<file path="src/rtl/cpa_pkg.sv">
// Shared types and constants for the contiguous page allocator.
// No dependencies; used by cpa_cell, cpa_ctrl and the top level.
package cpa_pkg;

	localparam int NUM_PAGES  = 256;
	localparam int OWNER_BITS = 16;
	localparam int IDX_W      = $clog2(NUM_PAGES);
	localparam int CNT_W      = IDX_W + 1;
	localparam int VAL_W      = (OWNER_BITS > IDX_W) ? OWNER_BITS : IDX_W;
	// wide enough for page + count sums and all comparisons
	localparam int CMP_W      = ((CNT_W > 9) ? CNT_W : 9) + 1;

	typedef enum logic [1:0] {
		K_FREE,
		K_HEAD,
		K_TAIL
	} kind_t;

	typedef struct packed {
		kind_t             kind;
		logic [VAL_W-1:0]  val;
	} entry_t;

	typedef enum logic [2:0] {
		CMD_CLEAR,
		CMD_ALLOC,
		CMD_RESIZE,
		CMD_FREE,
		CMD_LARGEST,
		CMD_RMAP
	} cmd_t;

	typedef enum logic [1:0] {
		ST_OK,
		ST_NOROOM,
		ST_UNMAPPED,
		ST_BAD
	} status_t;

	typedef struct packed {
		logic shift;
		logic clear;
	} cell_ctl_t;

endpackage

</file>
<file path="src/rtl/cpa_cell.sv">
// One page map entry in the rotating chain.
// Depends on cpa_pkg.
module cpa_cell (
	input  logic              clk,
	input  logic              arst_n,
	input  cpa_pkg::cell_ctl_t ctl,
	input  cpa_pkg::entry_t   d,
	output cpa_pkg::entry_t   q
);
	import cpa_pkg::*;

	entry_t ent_q;

	always_ff @(posedge clk or negedge arst_n) begin
		if (!arst_n) begin
			ent_q <= '{kind: K_FREE, val: '0};
		end else if (ctl.clear) begin
			ent_q <= '{kind: K_FREE, val: '0};
		end else if (ctl.shift) begin
			ent_q <= d;
		end
	end

	assign q = ent_q;

endmodule

</file>
<file path="config.mk">
export PLATFORM = sky130hd
export DESIGN_NAME = cpa_cell
export DESIGN_NICKNAME = d
export VERILOG_FILES = /design/src/rtl/cpa_pkg.sv /design/src/rtl/cpa_cell.sv
export SDC_FILE = /design/constraint.sdc
export NUM_CORES = 1
export LEC_CHECK = 0
export ABC_AREA = 0
export BUFFER_PORTS_ARGS = -buffer_cell sky130_fd_sc_hd__buf_2
export CELL_PAD_IN_SITES_DETAIL_PLACEMENT = 0
export CELL_PAD_IN_SITES_GLOBAL_PLACEMENT = 2
export CORE_ASPECT_RATIO = 1.75
export CORE_UTILIZATION = 27
export DETAILED_ROUTE_END_ITERATION = 16
export PLACE_DENSITY = 0.77
export SYNTH_ARGS = -nofsm -noshare
export SYNTH_HDL_FRONTEND = slang
export SYNTH_SLANG_ARGS = --single-unit
</file>
<file path="constraint.sdc">
create_clock -name clk -period 1.4 [get_ports clk]
set_clock_uncertainty 0.1 [all_clocks]
set_input_delay 0.14 -clock clk [delete_from_list [all_inputs] [get_ports clk]]
set_output_delay 0.14 -clock clk [all_outputs]
set_load 0.02 [all_outputs]
</file>
# --- Yosys cells after proc, flatten, opt, wreduce, memory -nomap -nowiden ---
# Cells that the tools add are included.
word_totals:
  elab_cells: 5
  reg_bits: 18
  output_inout_bits: 18
classes:
  muxes: 2
  reduce_logical: 1
ops:
  columns: ["cell", "count"]
  rows:
  - ["2-to-1 mux 18 bit", 2]
  - ["nonzero test 2 bit", 1]

# --- Depth between registers and ports, before layout ---
# Gate-level depths: netlist (run 1).
depth:
  word_depth: 2
  depth_mapped: 4

# --- Worst setup path before layout (run 1) ---
# OpenSTA, ideal clock, no wires.
synth_path:
  kind: "input port to flip-flop"
  startpoint: "input ctl[1] (netlist bit)"
  endpoint: "register ent_q, in the netlist q[10]"
  path_slack_ns: 0.554
  stages: 4
  t_required_ns: 1.179
  path_buffers: 2
  arrival_ns: 0.625
  path_cell_list: "buf_6 > buf_12 > mux2i_1 > nor2_1"
synth_via:
  elab_chain_len: 1
synth_lines:
  columns: ["item", "line", "source"]
  rows:
  - ["start, declared", "cpa_cell.sv:6", "input cpa_pkg::cell_ctl_t ctl,"]
  - ["nonzero test 2 bit (no line)", null, null]
  - ["end signal, assigned", "cpa_cell.sv:16", "ent_q <= '{kind: K_FREE, val: '0};"]
  - ["end signal, assigned", "cpa_cell.sv:18", "ent_q <= '{kind: K_FREE, val: '0};"]
  - ["end, declared", "cpa_cell.sv:12", "entry_t ent_q;"]
# No other way between the ends.
# A chain may end at the register's enable or synchronous reset.

# --- Worst setup path after layout (run 1) ---
layout_path:
  startpoint: "register ent_q, in the netlist q[6]"
  endpoint: "output q[6] (netlist bit)"
layout_rtl:
  columns: ["item", "line", "source"]
  rows:
  - ["end, declared", "cpa_cell.sv:8", "output cpa_pkg::entry_t q"]
# No word-level cell between the ends.

==> results of run 1 <==
-- worst max path at each step --
stage / from / to
6_report: q[6]$_DFFE_PN0P_ / q[6]
5_1_grt: q[6]$_DFFE_PN0P_ / q[6]
4_1_cts: q[5]$_DFFE_PN0P_ / q[5]
3_5_place_dp: ctl[1] / q[10]$_DFFE_PN0P_
3_3_place_gp: ctl[1] / q[3]$_DFFE_PN0P_
2_1_floorplan: ctl[1] / q[10]$_DFFE_PN0P_
-- logic make-up (layout without fill, tap and decap cells) --
logic type	count (synthesis)	in the layout
buffers and inverters	4	44
flip-flops	18	18
multiplexers	18	18
AND/OR/NAND/NOR	18	18
-- per-layer routing --
metal,vias to the layer above,part of all wire [%],global-route usage [%]
li1,268,-,-
met1,269,42,12.3
met2,28,51,18.9
met3,2,5.8,2.02
met4,0,0.94,7.53
met5,-,0,0
-- power groups by stage --
stage	Sequential (W)	Clock (W)	Combinational, W
2_1_floorplan	0.000610	0	0.0000697
3_3_place_gp	0.000574	0	0.000173
3_5_place_dp	0.000574	0	0.000176
4_1_cts	0.000565	0.000435	0.000178
5_1_grt	0.000568	0.000461	0.000190
6_report	0.000564	0.000413	0.000173
-- what timing repair did --
action / 4_1_cts / 5_1_grt
resized for setup: 0 / 0
hold buffers: 1 / 0
hold endpoints to repair: 18 / 0
setup endpoints to repair: 0 / 0
-- area by class of cell --
class | instances | share of cell area (%)
clock buffers | 4 | 5.56
well taps | 26 | 3.28
repair buffers | 40 | 20.7
multi-input cells | 36 | 25.0
flip-flops and latches | 18 | 45.5
-- synth_stat cells, drive strengths merged --
| cell | instances | area, sq um |
|---|---|---|
| nor2 | 18 | 67.6 |
| mux2i | 18 | 180 |
| dfrtp | 18 | 450 |
| buf | 3 | 36.3 |
| clkbuf | 1 | 5.00 |
-- per-stage QoR --
stage,setup WS [ns],cells,hold slack (ns)
5_1_grt,0.322,124,0.0341
4_1_cts,0.342,124,0.0269
6_report,0.361,124,0.0318
3_3_place_gp,0.290,119,-0.00892
3_5_place_dp,0.279,119,-0.00287
2_1_floorplan,0.554,58,-0.256
==> flow_summary.toml, run 1 <==
[floorplanning]
dieHeight_um = 71.2
dieArea_sq_um = 2960
io-pin-count = 40
start_util_pct = 29.0
placement_rows = 24
coreArea_sq_um = 2550
die_w_um = 41.6

[critical_path]
reg2reg_from = "q[6]$_DFFE_PN0P_"
cp-start-kind = "flop"
max_stage_delay_ns = 0.39
cp_num_cells = 1
reg2regPathDepth = 2
cp.required_ns = 1.16
crit_type = "flop to output port"
slowest_stage = "dfrtp_1"
path_cells = "buf_2"
critPathBufInv = 1
worstPathArrival_ns = 0.80
cp_max_fo = 2
rrSetupSlack_ns = 0.60
crit_path_end_kind = "output port"
worst_path_dominant_cell_family = "flip-flops"
timing.rr.end = "q[6]$_DFFE_PN0P_"

[pwr]
leakage_nw = 0.584
powerDensity_nw_per_um2 = 1160
combinationalPowerShare_pct = 15.1
total_power_w = 0.00115
p_seq_share_pct = 49.0
p_int_w = 0.000871
p_sw_w = 0.000280
netSwitchingFraction_pct = 24.3
ir_drop_mv = 0.662
p_clk_share_pct = 35.9

[yosys]
avgSynthCellArea_sq_um = 12.7
synthSimpleGateAreaFrac_pct = 9.14
synth_cell_types = 7
synth_compound_area_share_pct = 0
yosysWarnings = 0
synthXorXnorAreaFrac_pct = 0
synth.net_count = 80
syn-cell-area_sq_um = 739
synthMuxAreaShare_pct = 24.4
synth_top_family_by_area = "multiplexers"
synthAdderAreaFrac_pct = 0
ys_seq_area_share_pct = 60.9
synth_cells = 58
synth-seq-cells = 18

[cells_and_area]
layout_common_cells = "39 x buf_2, 18 x mux2i_1, 18 x nor2_1, 18 x dfrtp_1, 4 x clkbuf_8"
seq_area_sq_um = 450
design_area_sq_um = 991
final_core_util_pct = 38.8
drive_gt1_share_pct = 43.9
nets = 121
area_growth_pct = 34.0
largest_register_ffs = 18
diodes = 0
final_common_cell = "buf_2"
multi_input_area_sq_um = 248
num-fill-cells = 262

[sta]
drv_slew = 0
period_needed_ns = 1.04
worst_slew_pin_slew_ns = 0.514
clock.fmax_mhz = 962
setup_violations = 0
hold_viol = 0
rsz0062_at_grt = "no"
slew_headroom_pct = 65.7
period_share_pct = 74.2
setup_tns_ns = 0

[clock_network]
htree_levels = 1
cts.clk_slew.worst_paths_ns = 0.07
cts.sinks = 18
cts_tree = "yes"
clk-insertion-delay-late_ns = 0.25
clockBufferDepth = 2
cts_root_buffer = "clkbuf_8"
postCtsSetupRepairBufs = 0
cts_made_buffers = 3

[worst_hold_path]
worstHoldPathCells = 3
hold-path-endpoint = "q[15]$_DFFE_PN0P_"
min_from = "d[15]"
hold_path_class = "primary input to flop"

[global_route]
grt_pass1_wl_um = 2530
antenna_found_initial = 0
grt_pass1_vias = 601
globalRouteTotalUtil_pct = 11.1
grt_max_degree = 19
grt.overflow.total = 0

[route]
drtIter0Drc = 4
drc = 0
drt-wirelength-per-cell_um = 12.0
drtPass1Iterations = 4
ant_nets = 0
vias = 567
drt_wl_total_um = 1480
vias_per_cell = 4.57

[job]
drv_cap = 0

[placed_design]
port_buffers = 39
place.gp.congestion = 0.635
placed_cell_area_sq_um = 926

[outcome]
status = "completed"
Power figures use the tool's default switching activity.
==> run 2, diff against run 1 <==
CORE_UTILIZATION = 25   (was 27)
PLACE_DENSITY = 0.72   (was 0.77)
clock period = 1 ns   (was 1.4 ns; I/O delays follow)
==> flow_summary.toml, run 2 (synthesized netlist as in run 1, its figures left out) <==
[pwr]
powerDensity_nw_per_um2 = 1340
ir_drop_mv = 0.789
leakage_nw = 0.706

[floorplanning]
start_util_pct = 26.9
coreArea_sq_um = 2750
placement_rows = 25
io-pin-count = 40
dieArea_sq_um = 3190
die_w_um = 43.1
dieHeight_um = 73.9

[critical_path]
max_stage_delay_ns = 0.40
crit_type = "flop to output port"
slowest_stage = "dfrtp_1"
rrSetupSlack_ns = 0.06
worstPathArrival_ns = 0.79
reg2reg_from = "q[7]$_DFFE_PN0P_"
cp.required_ns = 0.80
path_cells = "buf_6"
cp_num_cells = 1
critPathLaunch = "q[17]$_DFFE_PN0P_"
cp-start-kind = "flop"
reg2regPathDepth = 3
worst_path_dominant_cell_family = "flip-flops"
crit_path_end_kind = "output port"
cp_max_fo = 2
timing.rr.end = "q[7]$_DFFE_PN0P_"
critPathBufInv = 1

[sta]
clock.fmax_mhz = 1010
period_needed_ns = 0.993
slew_headroom_pct = 73.4
hold_viol = 0
rsz0062_at_grt = "yes"
period_share_pct = 99.3
setup_ws_ns = 0.00693
drv_slew = 0
setup_violations = 0
worst_slew_pin_slew_ns = 0.398

[placed_design]
preCtsSetupSlack_ns = 0.132
dpl.hpwl_um = 1130
numPlacedInstances = 122
place.gp.congestion = 0.659
port_buffers = 39

[clock_network]
cts.clk_slew.worst_paths_ns = 0.07
htree_levels = 1
cts.sinks = 18
cts_made_buffers = 3
clockBufferDepth = 2
cts_tree = "yes"
clk-insertion-delay-late_ns = 0.25
cts_root_buffer = "clkbuf_8"

[route]
drt-wirelength-per-cell_um = 12.1
drtIter0Drc = 9
drtPass1Iterations = 4
drt_wl_total_um = 1770
vias = 654
vias_per_cell = 4.48
ant_nets = 0
drc = 0

[outcome]
status = "completed"

[worst_hold_path]
min_from = "d[13]"
worstHoldPathCells = 3
hold_path_class = "primary input to flop"
hold-path-endpoint = "q[13]$_DFFE_PN0P_"

[cells_and_area]
nets = 142
diodes = 0
layout_common_cells = "22 x buf_2, 18 x mux2i_1, 18 x nor2_1, 18 x dfrtp_1, 17 x buf_6"
drive_gt1_share_pct = 42.0
final_common_cell = "buf_2"
area_growth_pct = 78.0
fin_cells = 146
largest_register_ffs = 18

[global_route]
globalRouteTotalUtil_pct = 10.8
antenna_found_initial = 0
grt.overflow.total = 0
grt_pass1_vias = 655
grt_pass1_wl_um = 2640
grt_max_degree = 19

[job]
drv_cap = 0
## run 2: cell types whose count changed in the layout (fill, tap and decap cells not counted), sizes merged
cell,change
buf,+7
dlygate4sd3,+14
## run 2: worst max-delay path by stage
stage	endpoint
floorplan	q[10]$_DFFE_PN0P_
global placement	q[10]$_DFFE_PN0P_
detailed placement	q[7]$_DFFE_PN0P_
CTS	q[4]
global route	q[17]
finish	q[17]
## run 2: through the flow
| step | TNS (ns) | util (%) | hold slack (ns) | instance area [sq um] | power [W] |
|---|---|---|---|---|---|
| 2_1_floorplan | 0 | - | -0.296 | 739 | 0.000952 |
| 3_3_place_gp | 0 | 35.1 | -0.0491 | 967 | 0.00106 |
| 3_5_place_dp | 0 | 35.1 | -0.0400 | 967 | 0.00107 |
| 4_1_cts | -0.00282 | 44.0 | 0.00451 | 1210 | 0.00174 |
| 5_1_grt | -0.146 | 47.8 | 0.00756 | 1320 | 0.00184 |
| 6_report | 0 | 47.8 | 0.00526 | 1320 | 0.00176 |
## run 2: repair_timing
| item | CTS | global route |
|---|---|---|
| endpoints found under the setup margin | 6 | 17 |
| hold buffers | 15 | 0 |
| endpoints found under the hold margin | 32 | 0 |
| resized for setup | 12 | 22 |
| buffers inserted | 0 | 5 |
## run 2: where the power goes
group	switching [W]	total [W]	internal (W)
clock network	0.000244	0.000593	0.000349
logic	0.000159	0.000369	0.000210
registers	0.0000290	0.000798	0.000769
total	0.000431	0.00176	0.00133
## run 2: routing by layer
metal  GRT usage (%)  part of all wire, %
met1            12.4                   41
met4            4.04                    0
met3            1.70                  4.9
met5               0                    0
met2            19.6                   54
## run 2: layout make-up
type / instances / area, sq um
fillers: 273 / 1440
repair buffers: 61 / 529
multi-input cells: 36 / 248
flip-flops and latches: 18 / 450
clock buffers: 4 / 55.1
well taps: 27 / 33.8
