===== src/rtl/cpa_pkg.sv =====
// Shared types and constants for the contiguous page allocator.
// No dependencies; used by cpa_cell, cpa_ctrl and the top level.
package cpa_pkg;

	localparam int NUM_PAGES  = 256;
	localparam int OWNER_BITS = 16;
	localparam int IDX_W      = $clog2(NUM_PAGES);
	localparam int CNT_W      = IDX_W + 1;
	localparam int VAL_W      = (OWNER_BITS > IDX_W) ? OWNER_BITS : IDX_W;
	// wide enough for page + count sums and all comparisons
	localparam int CMP_W      = ((CNT_W > 9) ? CNT_W : 9) + 1;

	typedef enum logic [1:0] {
		K_FREE,
		K_HEAD,
		K_TAIL
	} kind_t;

	typedef struct packed {
		kind_t             kind;
		logic [VAL_W-1:0]  val;
	} entry_t;

	typedef enum logic [2:0] {
		CMD_CLEAR,
		CMD_ALLOC,
		CMD_RESIZE,
		CMD_FREE,
		CMD_LARGEST,
		CMD_RMAP
	} cmd_t;

	typedef enum logic [1:0] {
		ST_OK,
		ST_NOROOM,
		ST_UNMAPPED,
		ST_BAD
	} status_t;

	typedef struct packed {
		logic shift;
		logic clear;
	} cell_ctl_t;

endpackage


===== src/rtl/cpa_ctrl.sv =====
// Command sequencer: watches the entry at the chain head, writes back the
// updated entry at the tail, and holds the result register.
// Depends on cpa_pkg.
module cpa_ctrl (
	input  logic               clk,
	input  logic               arst_n,
	input  logic               cmd_valid,
	output logic               cmd_stall,
	input  logic [2:0]         command,
	input  logic [7:0]         page,
	input  logic [8:0]         count,
	input  logic [8:0]         old_count,
	input  logic [8:0]         new_count,
	input  logic [15:0]        owner_id,
	output logic               rsp_valid,
	input  logic               rsp_stall,
	output logic [1:0]         status,
	output logic [7:0]         start_page,
	output logic [15:0]        found_owner,
	output logic [7:0]         page_offset,
	output logic [8:0]         largest_free,
	input  cpa_pkg::entry_t    head,
	output cpa_pkg::entry_t    wb,
	output cpa_pkg::cell_ctl_t ctl
);
	import cpa_pkg::*;

	typedef enum logic [1:0] {S_IDLE, S_P1, S_P2, S_OUT} state_t;

	state_t                state_q;
	logic [IDX_W-1:0]      idx_q;
	logic [2:0]            cmd_q;
	logic [7:0]            pg_q;
	logic [8:0]            cnt_q, oldc_q, newc_q;
	logic [OWNER_BITS-1:0] owner_q;
	logic [CNT_W-1:0]      run_q, best_q;
	logic                  found_q, blocked_q, active_q;
	logic [IDX_W-1:0]      s_q, tgt_q;
	entry_t                rec_q;
	status_t               st_q;
	logic [7:0]            sp_q, po_q;
	logic [15:0]           fo_q;
	logic [8:0]            lf_q;
	logic                  rsp_valid_q;
	status_t               status_q;
	logic [7:0]            start_page_q, page_offset_q;
	logic [15:0]           found_owner_q;
	logic [8:0]            largest_free_q;

	logic              accept, last, at_ref, hit, blk, is_free;
	logic              load_rsp, p2_next, chk_done;
	status_t           chk_st;
	logic [CMP_W-1:0]  iw, pgw, off, offa, sw, cntw, oldw, neww, tgtw;
	logic [CNT_W-1:0]  run_d, best_d;
	entry_t            rec_now;

	assign accept  = cmd_valid && (state_q == S_IDLE);
	assign last    = (idx_q == IDX_W'(NUM_PAGES - 1));
	assign is_free = (head.kind == K_FREE);
	assign iw      = CMP_W'(idx_q);
	assign pgw     = CMP_W'(pg_q);
	assign sw      = CMP_W'(s_q);
	assign tgtw    = CMP_W'(tgt_q);
	assign cntw    = CMP_W'(cnt_q);
	assign oldw    = CMP_W'(oldc_q);
	assign neww    = CMP_W'(newc_q);
	assign off     = iw - pgw;
	assign offa    = iw - sw;
	assign at_ref  = (state_q == S_P1) ? (iw == pgw) : (iw == tgtw);
	assign rec_now = at_ref ? head : rec_q;
	assign run_d   = is_free ? run_q + 1'b1 : '0;
	assign best_d  = (run_d > best_q) ? run_d : best_q;
	assign hit     = is_free && !found_q && (CMP_W'(run_d) == cntw);
	assign blk     = (iw >= pgw) && (off >= oldw) && (off < neww) && !is_free;
	assign load_rsp = (state_q == S_OUT) && (!rsp_valid_q || !rsp_stall);

	assign ctl.shift = (state_q == S_P1) || (state_q == S_P2);
	assign ctl.clear = accept && (command == CMD_CLEAR);
	assign cmd_stall = (state_q != S_IDLE);

	// field checks that settle a command without a pass
	always_comb begin
		chk_st   = ST_OK;
		chk_done = 1'b0;
		unique case (command)
			CMD_CLEAR: chk_done = 1'b1;
			CMD_ALLOC: begin
				if (count == '0) begin
					chk_st   = ST_BAD;
					chk_done = 1'b1;
				end else if (CMP_W'(count) > CMP_W'(NUM_PAGES)) begin
					chk_st   = ST_NOROOM;
					chk_done = 1'b1;
				end
			end
			CMD_RESIZE: begin
				if (CMP_W'(page) >= CMP_W'(NUM_PAGES) ||
				    CMP_W'(page) + CMP_W'(old_count) > CMP_W'(NUM_PAGES) ||
				    CMP_W'(page) + CMP_W'(new_count) > CMP_W'(NUM_PAGES)) begin
					chk_st   = ST_BAD;
					chk_done = 1'b1;
				end
			end
			CMD_FREE, CMD_RMAP: begin
				if (CMP_W'(page) >= CMP_W'(NUM_PAGES)) begin
					chk_st   = ST_BAD;
					chk_done = 1'b1;
				end
			end
			CMD_LARGEST: chk_done = 1'b0;
			default: begin
				chk_st   = ST_BAD;
				chk_done = 1'b1;
			end
		endcase
	end

	// decides whether a second pass follows the first one
	always_comb begin
		p2_next = 1'b0;
		if (state_q == S_P1) begin
			unique case (cmd_q)
				CMD_ALLOC:  p2_next = found_q || hit;
				CMD_RESIZE: p2_next = (rec_now.kind == K_HEAD) &&
				                      ((newc_q <= oldc_q) || !(blocked_q || blk));
				CMD_RMAP:   p2_next = (rec_now.kind != K_FREE) && (rec_now.kind != K_HEAD) &&
				                      !(rec_now.val > VAL_W'(pg_q));
				default:    p2_next = 1'b0;
			endcase
		end
	end

	// write-back entry for the tail of the chain
	always_comb begin
		wb = head;
		if (cmd_q == CMD_ALLOC && state_q == S_P2) begin
			if (iw >= sw && offa < cntw) begin
				if (offa == '0) begin
					wb = '{kind: K_HEAD, val: VAL_W'(owner_q)};
				end else begin
					wb = '{kind: K_TAIL, val: VAL_W'(offa)};
				end
			end
		end else if (cmd_q == CMD_RESIZE && state_q == S_P2 && iw >= pgw) begin
			if (newc_q <= oldc_q) begin
				if (off >= neww && off < oldw) wb = '{kind: K_FREE, val: '0};
			end else if (off >= oldw && off < neww) begin
				wb = '{kind: K_TAIL, val: VAL_W'(off)};
			end
		end else if (cmd_q == CMD_FREE && state_q == S_P1) begin
			if ((iw == pgw && head.kind == K_HEAD) || (active_q && head.kind == K_TAIL)) begin
				wb = '{kind: K_FREE, val: '0};
			end
		end
	end

	always_ff @(posedge clk or negedge arst_n) begin
		if (!arst_n) begin
			state_q     <= S_IDLE;
			idx_q       <= '0;
			rsp_valid_q <= 1'b0;
			cmd_q       <= '0;
		end else begin
			if (load_rsp) rsp_valid_q <= 1'b1;
			else if (!rsp_stall) rsp_valid_q <= 1'b0;
			unique case (state_q)
				S_IDLE: begin
					if (accept) begin
						cmd_q     <= command;
						pg_q      <= page;
						cnt_q     <= count;
						oldc_q    <= old_count;
						newc_q    <= new_count;
						owner_q   <= OWNER_BITS'(owner_id);
						run_q     <= '0;
						best_q    <= '0;
						found_q   <= 1'b0;
						blocked_q <= 1'b0;
						active_q  <= 1'b0;
						st_q      <= chk_st;
						sp_q      <= '0;
						fo_q      <= '0;
						po_q      <= '0;
						lf_q      <= '0;
						state_q   <= chk_done ? S_OUT : S_P1;
					end
				end
				S_P1, S_P2: begin
					idx_q <= last ? '0 : idx_q + 1'b1;
					rec_q <= rec_now;
					run_q <= run_d;
					best_q <= best_d;
					if (hit) begin
						found_q <= 1'b1;
						s_q     <= IDX_W'(iw + 1'b1 - cntw);
					end
					if (state_q == S_P1 && blk) blocked_q <= 1'b1;
					if (iw == pgw && state_q == S_P1) active_q <= (head.kind == K_HEAD);
					else if (head.kind != K_TAIL) active_q <= 1'b0;
					if (last) begin
						state_q <= p2_next ? S_P2 : S_OUT;
						if (state_q == S_P1) begin
							unique case (cmd_q)
								CMD_ALLOC: begin
									if (!(found_q || hit)) st_q <= ST_NOROOM;
								end
								CMD_RESIZE: begin
									if (rec_now.kind == K_FREE) st_q <= ST_UNMAPPED;
									else if (rec_now.kind != K_HEAD) st_q <= ST_BAD;
									else if (newc_q > oldc_q && (blocked_q || blk))
										st_q <= ST_NOROOM;
								end
								CMD_FREE: begin
									if (rec_now.kind == K_FREE) st_q <= ST_UNMAPPED;
									else if (rec_now.kind != K_HEAD) st_q <= ST_BAD;
								end
								CMD_LARGEST: begin
									lf_q <= (CMP_W'(best_d) > CMP_W'(9'h1FF)) ?
									        9'h1FF : 9'(best_d);
								end
								CMD_RMAP: begin
									if (rec_now.kind == K_FREE) begin
										st_q <= ST_UNMAPPED;
									end else if (rec_now.kind == K_HEAD) begin
										fo_q <= 16'(rec_now.val);
									end else if (rec_now.val > VAL_W'(pg_q)) begin
										st_q <= ST_BAD;
									end else begin
										tgt_q <= IDX_W'(pgw - CMP_W'(rec_now.val));
										po_q  <= 8'(rec_now.val);
									end
								end
								default: st_q <= ST_BAD;
							endcase
						end else begin
							unique case (cmd_q)
								CMD_ALLOC:  sp_q <= 8'(s_q);
								CMD_RESIZE: sp_q <= pg_q;
								CMD_RMAP: begin
									if (rec_now.kind == K_HEAD) fo_q <= 16'(rec_now.val);
									else st_q <= ST_BAD;
								end
								default: st_q <= ST_BAD;
							endcase
						end
					end
				end
				S_OUT: begin
					if (load_rsp) begin
						status_q       <= st_q;
						start_page_q   <= (st_q == ST_OK) ? sp_q : '0;
						found_owner_q  <= (st_q == ST_OK) ? fo_q : '0;
						page_offset_q  <= (st_q == ST_OK) ? po_q : '0;
						largest_free_q <= (st_q == ST_OK) ? lf_q : '0;
						state_q        <= S_IDLE;
					end
				end
				default: state_q <= S_IDLE;
			endcase
		end
	end

	assign rsp_valid    = rsp_valid_q;
	assign status       = status_q;
	assign start_page   = start_page_q;
	assign found_owner  = found_owner_q;
	assign page_offset  = page_offset_q;
	assign largest_free = largest_free_q;

	// map is back in page order whenever a command can start
	a_aligned_idle: assert property (@(posedge clk) disable iff (!arst_n)
		state_q == S_IDLE |-> idx_q == '0)
		else $error("chain not aligned at idle");

	a_clear_idle: assert property (@(posedge clk) disable iff (!arst_n)
		ctl.clear |-> !ctl.shift && state_q == S_IDLE)
		else $error("clear outside idle");

	a_err_zero: assert property (@(posedge clk) disable iff (!arst_n)
		rsp_valid && status != ST_OK |-> start_page == '0 && found_owner == '0 &&
		page_offset == '0 && largest_free == '0)
		else $error("error beat carries data");

	a_p2_follows: assert property (@(posedge clk) disable iff (!arst_n)
		$rose(state_q == S_P2) |-> $past(state_q) == S_P1 && $past(last))
		else $error("second pass not after a full first pass");

endmodule

===== config.mk =====
export PLATFORM = sky130hd
export DESIGN_NAME = cpa_ctrl
export DESIGN_NICKNAME = d
export VERILOG_FILES = /design/src/rtl/cpa_pkg.sv /design/src/rtl/cpa_ctrl.sv
export SDC_FILE = /design/constraint.sdc
export NUM_CORES = 1
export LEC_CHECK = 0
export BUFFER_PORTS_ARGS = -buffer_cell sky130_fd_sc_hd__buf_2
export CAP_MARGIN = 20
export CORE_ASPECT_RATIO = 0.5
export CORE_MARGIN = 2
export CORE_UTILIZATION = 54
export DETAILED_ROUTE_END_ITERATION = 8
export PLACE_DENSITY_LB_ADDON = 0.05
export SLEW_MARGIN = 20
export SYNTH_ARGS = -nofsm -noshare
export SYNTH_HDL_FRONTEND = slang
export SYNTH_SLANG_ARGS = --single-unit

===== constraint.sdc =====
create_clock -name clk -period 4.8 [get_ports clk]
set_input_delay 0.24 -clock clk [delete_from_list [all_inputs] [get_ports clk]]
set_output_delay 0.24 -clock clk [all_outputs]
set_load 0.05 [all_outputs]

Word-level counts from Yosys, hierarchy flattened. Index checks and enable logic that the tools add are counted.

Flip-flop bits (word level): 206. Output and inout bits: 65.

Add/subtract/negate cells: 9. Muxes and demuxes: 83. Bitwise operators: 3. Magnitude comparators: 14. Eq/ne operators: 46. Reduce and logical (&&, ||, !) cells: 66.

Operators with widths (count): $mux W18 (10); $mux W16 (7); $mux W8 (10); $mux W9 (6); $pmux W9 S2 (3); $pmux W8 S2 (3); $mux W2 (19); $pmux W16 S2 (1); $lt A10 B9 Y1 (3); $ne A2 B2 Y1 const B (12); $logic_and A1 B1 Y1 (23); $add A8 B9 Y10 (2); $ge A10 B9 Y1 (2); $gt A10 B9 Y1 const B (2); $gt A9 B9 Y1 (2); $reduce_and A6 Y1 (3); $sub A8 B8 Y9 (2); $add A8 B1 Y8 const B (2); $eq A8 B8 Y1 (2); $ge A8 B8 Y1 (2); $gt A16 B8 Y1 (1); $sub A8 B8 Y8 (2); $ne A3 B3 Y1 const B (5); $reduce_and A3 Y1 (5); 36 further kinds (92).

Longest topological paths before layout.
Depth after elaboration: 14. Depth in mapped cells: 19. Gate-level depth less buffers: 18.

Worst setup path before layout. No wires, ideal clock.

Path kind: register to output. From: reg idx_q[1]. To: out wb[5] (netlist bit). Stages on the path, launching flop included: 15. Data required time: 4.560 ns. Data arrival time: 4.408 ns. Setup slack: 0.152 ns. Cell sequence: dfrtp_1 > ha_1 > nor2b_1 > o31a_1 > o31ai_1 > a21boi_0 > ha_1 > a211o_1 > a211oi_1 > a21oi_1 > o211a_1 > mux2_2 > nand2_1 > nand3_1 > a22oi_1.

RTL lines: start, declared (RTL line cpa_ctrl.sv:31) `logic [IDX_W-1:0] idx_q;`; start signal, assigned (RTL line cpa_ctrl.sv:189) `idx_q <= last ? '0 : idx_q + 1'b1;`; end, declared (RTL line cpa_ctrl.sv:23) `output cpa_pkg::entry_t wb,`.

==> impl_metrics.tcl <==
set metrics [dict create \
    initial_utilization 0.548 \
    grt_first_pass_wirelength_um 52200 \
    cts_tree "built" \
    place.gp.congestion 0.945 \
    finalSetupTns_ns 0 \
    final_util 0.674 \
    synthFlopType "edfxtp_1" \
    synth_cell_type_count 78 \
    drt_iter0_drc 790 \
    dp_cells 1580 \
    max_freq_mhz 210 \
    clkLatencyLatePin_ns 0.52 \
    dieArea_mm2 0.0243 \
    fin_crit_sh 0.994 \
    rsz0062_at_grt "yes" \
    nFillCells 1735 \
    drt-pass1-iter-count 8 \
    synth_simple_gate_area_frac 0.132 \
    status "finished clean" \
    slew_headroom 0.247 \
    seqCellArea_mm2 0.00612 \
    die_h_um 111 \
    ir_drop_mv 0.314 \
    dr_total_vias 9691 \
    synth.avg_cell_area_um2 11.1 \
    worstSetupStartpointType "register" \
    wl_um 34100 \
    dpl.hpwl_um 25400 \
    drc_errors 0 \
    die_w_um 219 \
    synth_cells 1121 \
    vias_per_cell 5.77 \
    synth_seq_cells 206 \
    root_buffer "clkbuf_16" \
    required_ns 4.56 \
    stdcell_count 1680 \
    grt_max_degree 52 \
    critical_path_class "register to output pin" \
    cap_violations 0 \
    min_path_type "primary input to register" \
    cts.path.max_buffers 3 \
    yosys_warnings 0 \
    grt_pass1_vias 9344 \
    crit_fanout 8 \
    power_mw 8.64 \
    worstPathArrival_ns 4.53 \
    synth_compound_area_frac 0.134 \
    finalHoldViolCount 0 \
    coreArea_mm2 0.0227 \
    endpoint_kind "output pin" \
    hold_depth 1 \
    multi_input_area_mm2 0.00601 \
    worst_slew_pin_slew_ns 1.11 \
    slew_viol_final 0 \
    p_leak_nw 6.48 \
    n_antenna_cell 0 \
    antenna_found_initial 0 \
    cts_made_buffers 20 \
    post_synth_mux_area_share 0.0459 \
    drive_gt1_frac 0.211 \
    synth_top_family_by_area "compound AO/OA/AOI/OAI gates" \
    boundaryPins 141 \
    gr-usage-all-layers 0.281 \
    clk_pin_slew_ns 0.07 \
    nNetsFinal 1550 \
    h-tree-depth 1 \
    rows 39 \
    r2r_cells 16 \
    wire_per_inst_um 20.3 \
    synth_edf_count 192 \
    synth-xor-area-share 0.0353 \
    synth_nets 1312 \
    skew_ns 0.0136 \
    seq_area_frac_synth 0.492 \
    clock_sinks 206 \
    worst_slack_ns 0.0303 \
    postRouteAntennaNets 0 \
    powerDensity_mw_per_mm2 565 \
    post-route-min-period_ns 4.77 \
    numPortBuffers 140 \
    grt_overflow_total 0 \
    place_ws_ns 0.0540 \
    async_reset_ff_frac 0.0680 \
    synth_area_mm2 0.0124 \
    synth_fa_ha_area_frac 0.119 \
    syn_to_final_growth_pct 23.0 \
    finalSetupViolations 0 \
]
[final cells by class]
cell class	count	area share
Sequential cell	206	0.400
Multi-Input combinational cell	785	0.394
Timing Repair Buffer	246	0.112
Clock buffer	24	0.0337
Tap cell	307	0.0251
Inverter	100	0.0246
Clock inverter	12	0.0113
[worst paths after layout]
check,start,end,slack [ns]
worst min-delay path,page[3],pg_q[3],0.02
worst max register to register,pg_q[6],tgt_q[1],0.37
worst min register to register,st_q[1],status[1],0.51
worst max-delay path,idx_q[1],wb[1],0.03
max in group asynchronous,arst_n,idx_q[0],4.27
min in group asynchronous,arst_n,idx_q[6],0.19
[where the power goes]
group          internal (mW)  switching (mW)  leakage, nW
clock network          0.989           0.707        0.338
registers               2.62           0.223         1.95
logic                   1.55            2.54         4.19
[per-stage QoR]
stage          instance area [µm²]  hold WS, ns
3_3_place_gp                 13700        0.187
5_1_grt                      15300      0.00264
3_5_place_dp                 13700        0.200
2_1_floorplan                12400      -0.0556
6_report                     15300       0.0236
4_1_cts                      15000      0.00326
[flip-flops by register name, summed over array words and instances, names as in the netlist, 2 cells and up]
| name | flops |
|---|---|
| rec_q | 18 |
| fo_q | 16 |
| found_owner | 16 |
| owner_q | 16 |
| best_q | 9 |
| cnt_q | 9 |
| largest_free | 9 |
| lf_q | 9 |
| newc_q | 9 |
| oldc_q | 9 |
| run_q | 9 |
| idx_q | 8 |
| page_offset | 8 |
| pg_q | 8 |
| po_q | 8 |
| s_q | 8 |
| sp_q | 8 |
| start_page | 8 |
| tgt_q | 8 |
| cmd_q | 3 |
| st_q | 2 |
| state_q | 2 |
| status | 2 |
[placed cells by master (no fill, tap or decap), types with 19 or more instances in the layout]
cell type / n
o21ai_0: 36
clkbuf_16: 20
nand2_1: 59
xor2_1: 19
inv_1: 97
mux2i_1: 41
buf_2: 123
and2_1: 46
edfxtp_1: 192
xnor2_1: 27
ha_1: 103
a21oi_1: 60
buf_4: 62
nor2_1: 93
dlygate4sd3_1: 51
[critical path: stages (launching register included)]
cell and delay (ns):
dfrtp_1 0.41, buf_4 0.20, ha_1 0.32, nor2b_1 0.15, o31a_4 0.30, o21a_1 0.17, nor2_1 0.12, xnor2_1 0.26
ha_1 0.33, a211o_1 0.28, o21bai_1 0.14, nand3_1 0.16, nor4b_4 0.41, buf_4 0.22, nand2_1 0.07, a32oi_1 0.23
buf_4 0.24
[cells by family after synthesis]
group	Yosys count
compound gates	244
xor+xnor	50
fa+ha+maj	115
buf+inv	131
flops	206
mux	55
simple gates	320
[layer usage]
metal  vias up  track usage  share of wire
met2       333        0.432           0.44
met1      4672        0.416           0.48
met3        62       0.0431          0.057
met4         0       0.0698          0.028
li1       4624            -              -
met5         -            0              0
[synth_stat cells, types with 5 or more instances]
| cell | number | area (µm²) |
|---|---|---|
| o31ai_1 | 7 | 52.6 |
| clkbuf_1 | 20 | 75.1 |
| o21a_1 | 17 | 128 |
| nor2b_1 | 13 | 81.3 |
| nand2b_1 | 14 | 87.6 |
| nor3_1 | 14 | 70.1 |
| edfxtp_1 | 192 | 5770 |
| nor4_1 | 10 | 62.6 |
| a22o_1 | 9 | 78.8 |
| nand2_1 | 60 | 225 |
| nand4_1 | 18 | 113 |
| a211oi_1 | 20 | 150 |
| fa_1 | 6 | 120 |
| nor2_1 | 93 | 349 |
| a31oi_1 | 5 | 31.3 |
| a21o_1 | 11 | 82.6 |
| or4_1 | 5 | 37.5 |
| nor3b_1 | 5 | 37.5 |
| o211ai_1 | 8 | 60.1 |
| xnor2_1 | 31 | 272 |
| a21oi_1 | 65 | 325 |
| buf_2 | 5 | 25.0 |
| mux2_2 | 13 | 146 |
| mux2i_1 | 41 | 410 |
| a211o_1 | 5 | 43.8 |
| inv_1 | 99 | 372 |
| and2_1 | 47 | 294 |
| o21bai_1 | 7 | 52.6 |
| a32oi_1 | 7 | 61.3 |
| dfrtp_1 | 14 | 350 |
| nand3_1 | 18 | 90.1 |
| and3_1 | 8 | 50.1 |
| o21ai_0 | 38 | 190 |
| xor2_1 | 19 | 166 |
| ha_1 | 109 | 1360 |
[timing repair]
item                                   in CTS  in global routing
gates resized for setup                    27                 45
hold buffers                               51                  0
pin swaps                                   3                 19
gates cloned                                1                  0
setup endpoints to repair                  17                 18
endpoints found under the hold margin      64                  0
setup buffers                               2                 10
No activity file was read; power rests on OpenSTA's default activity.
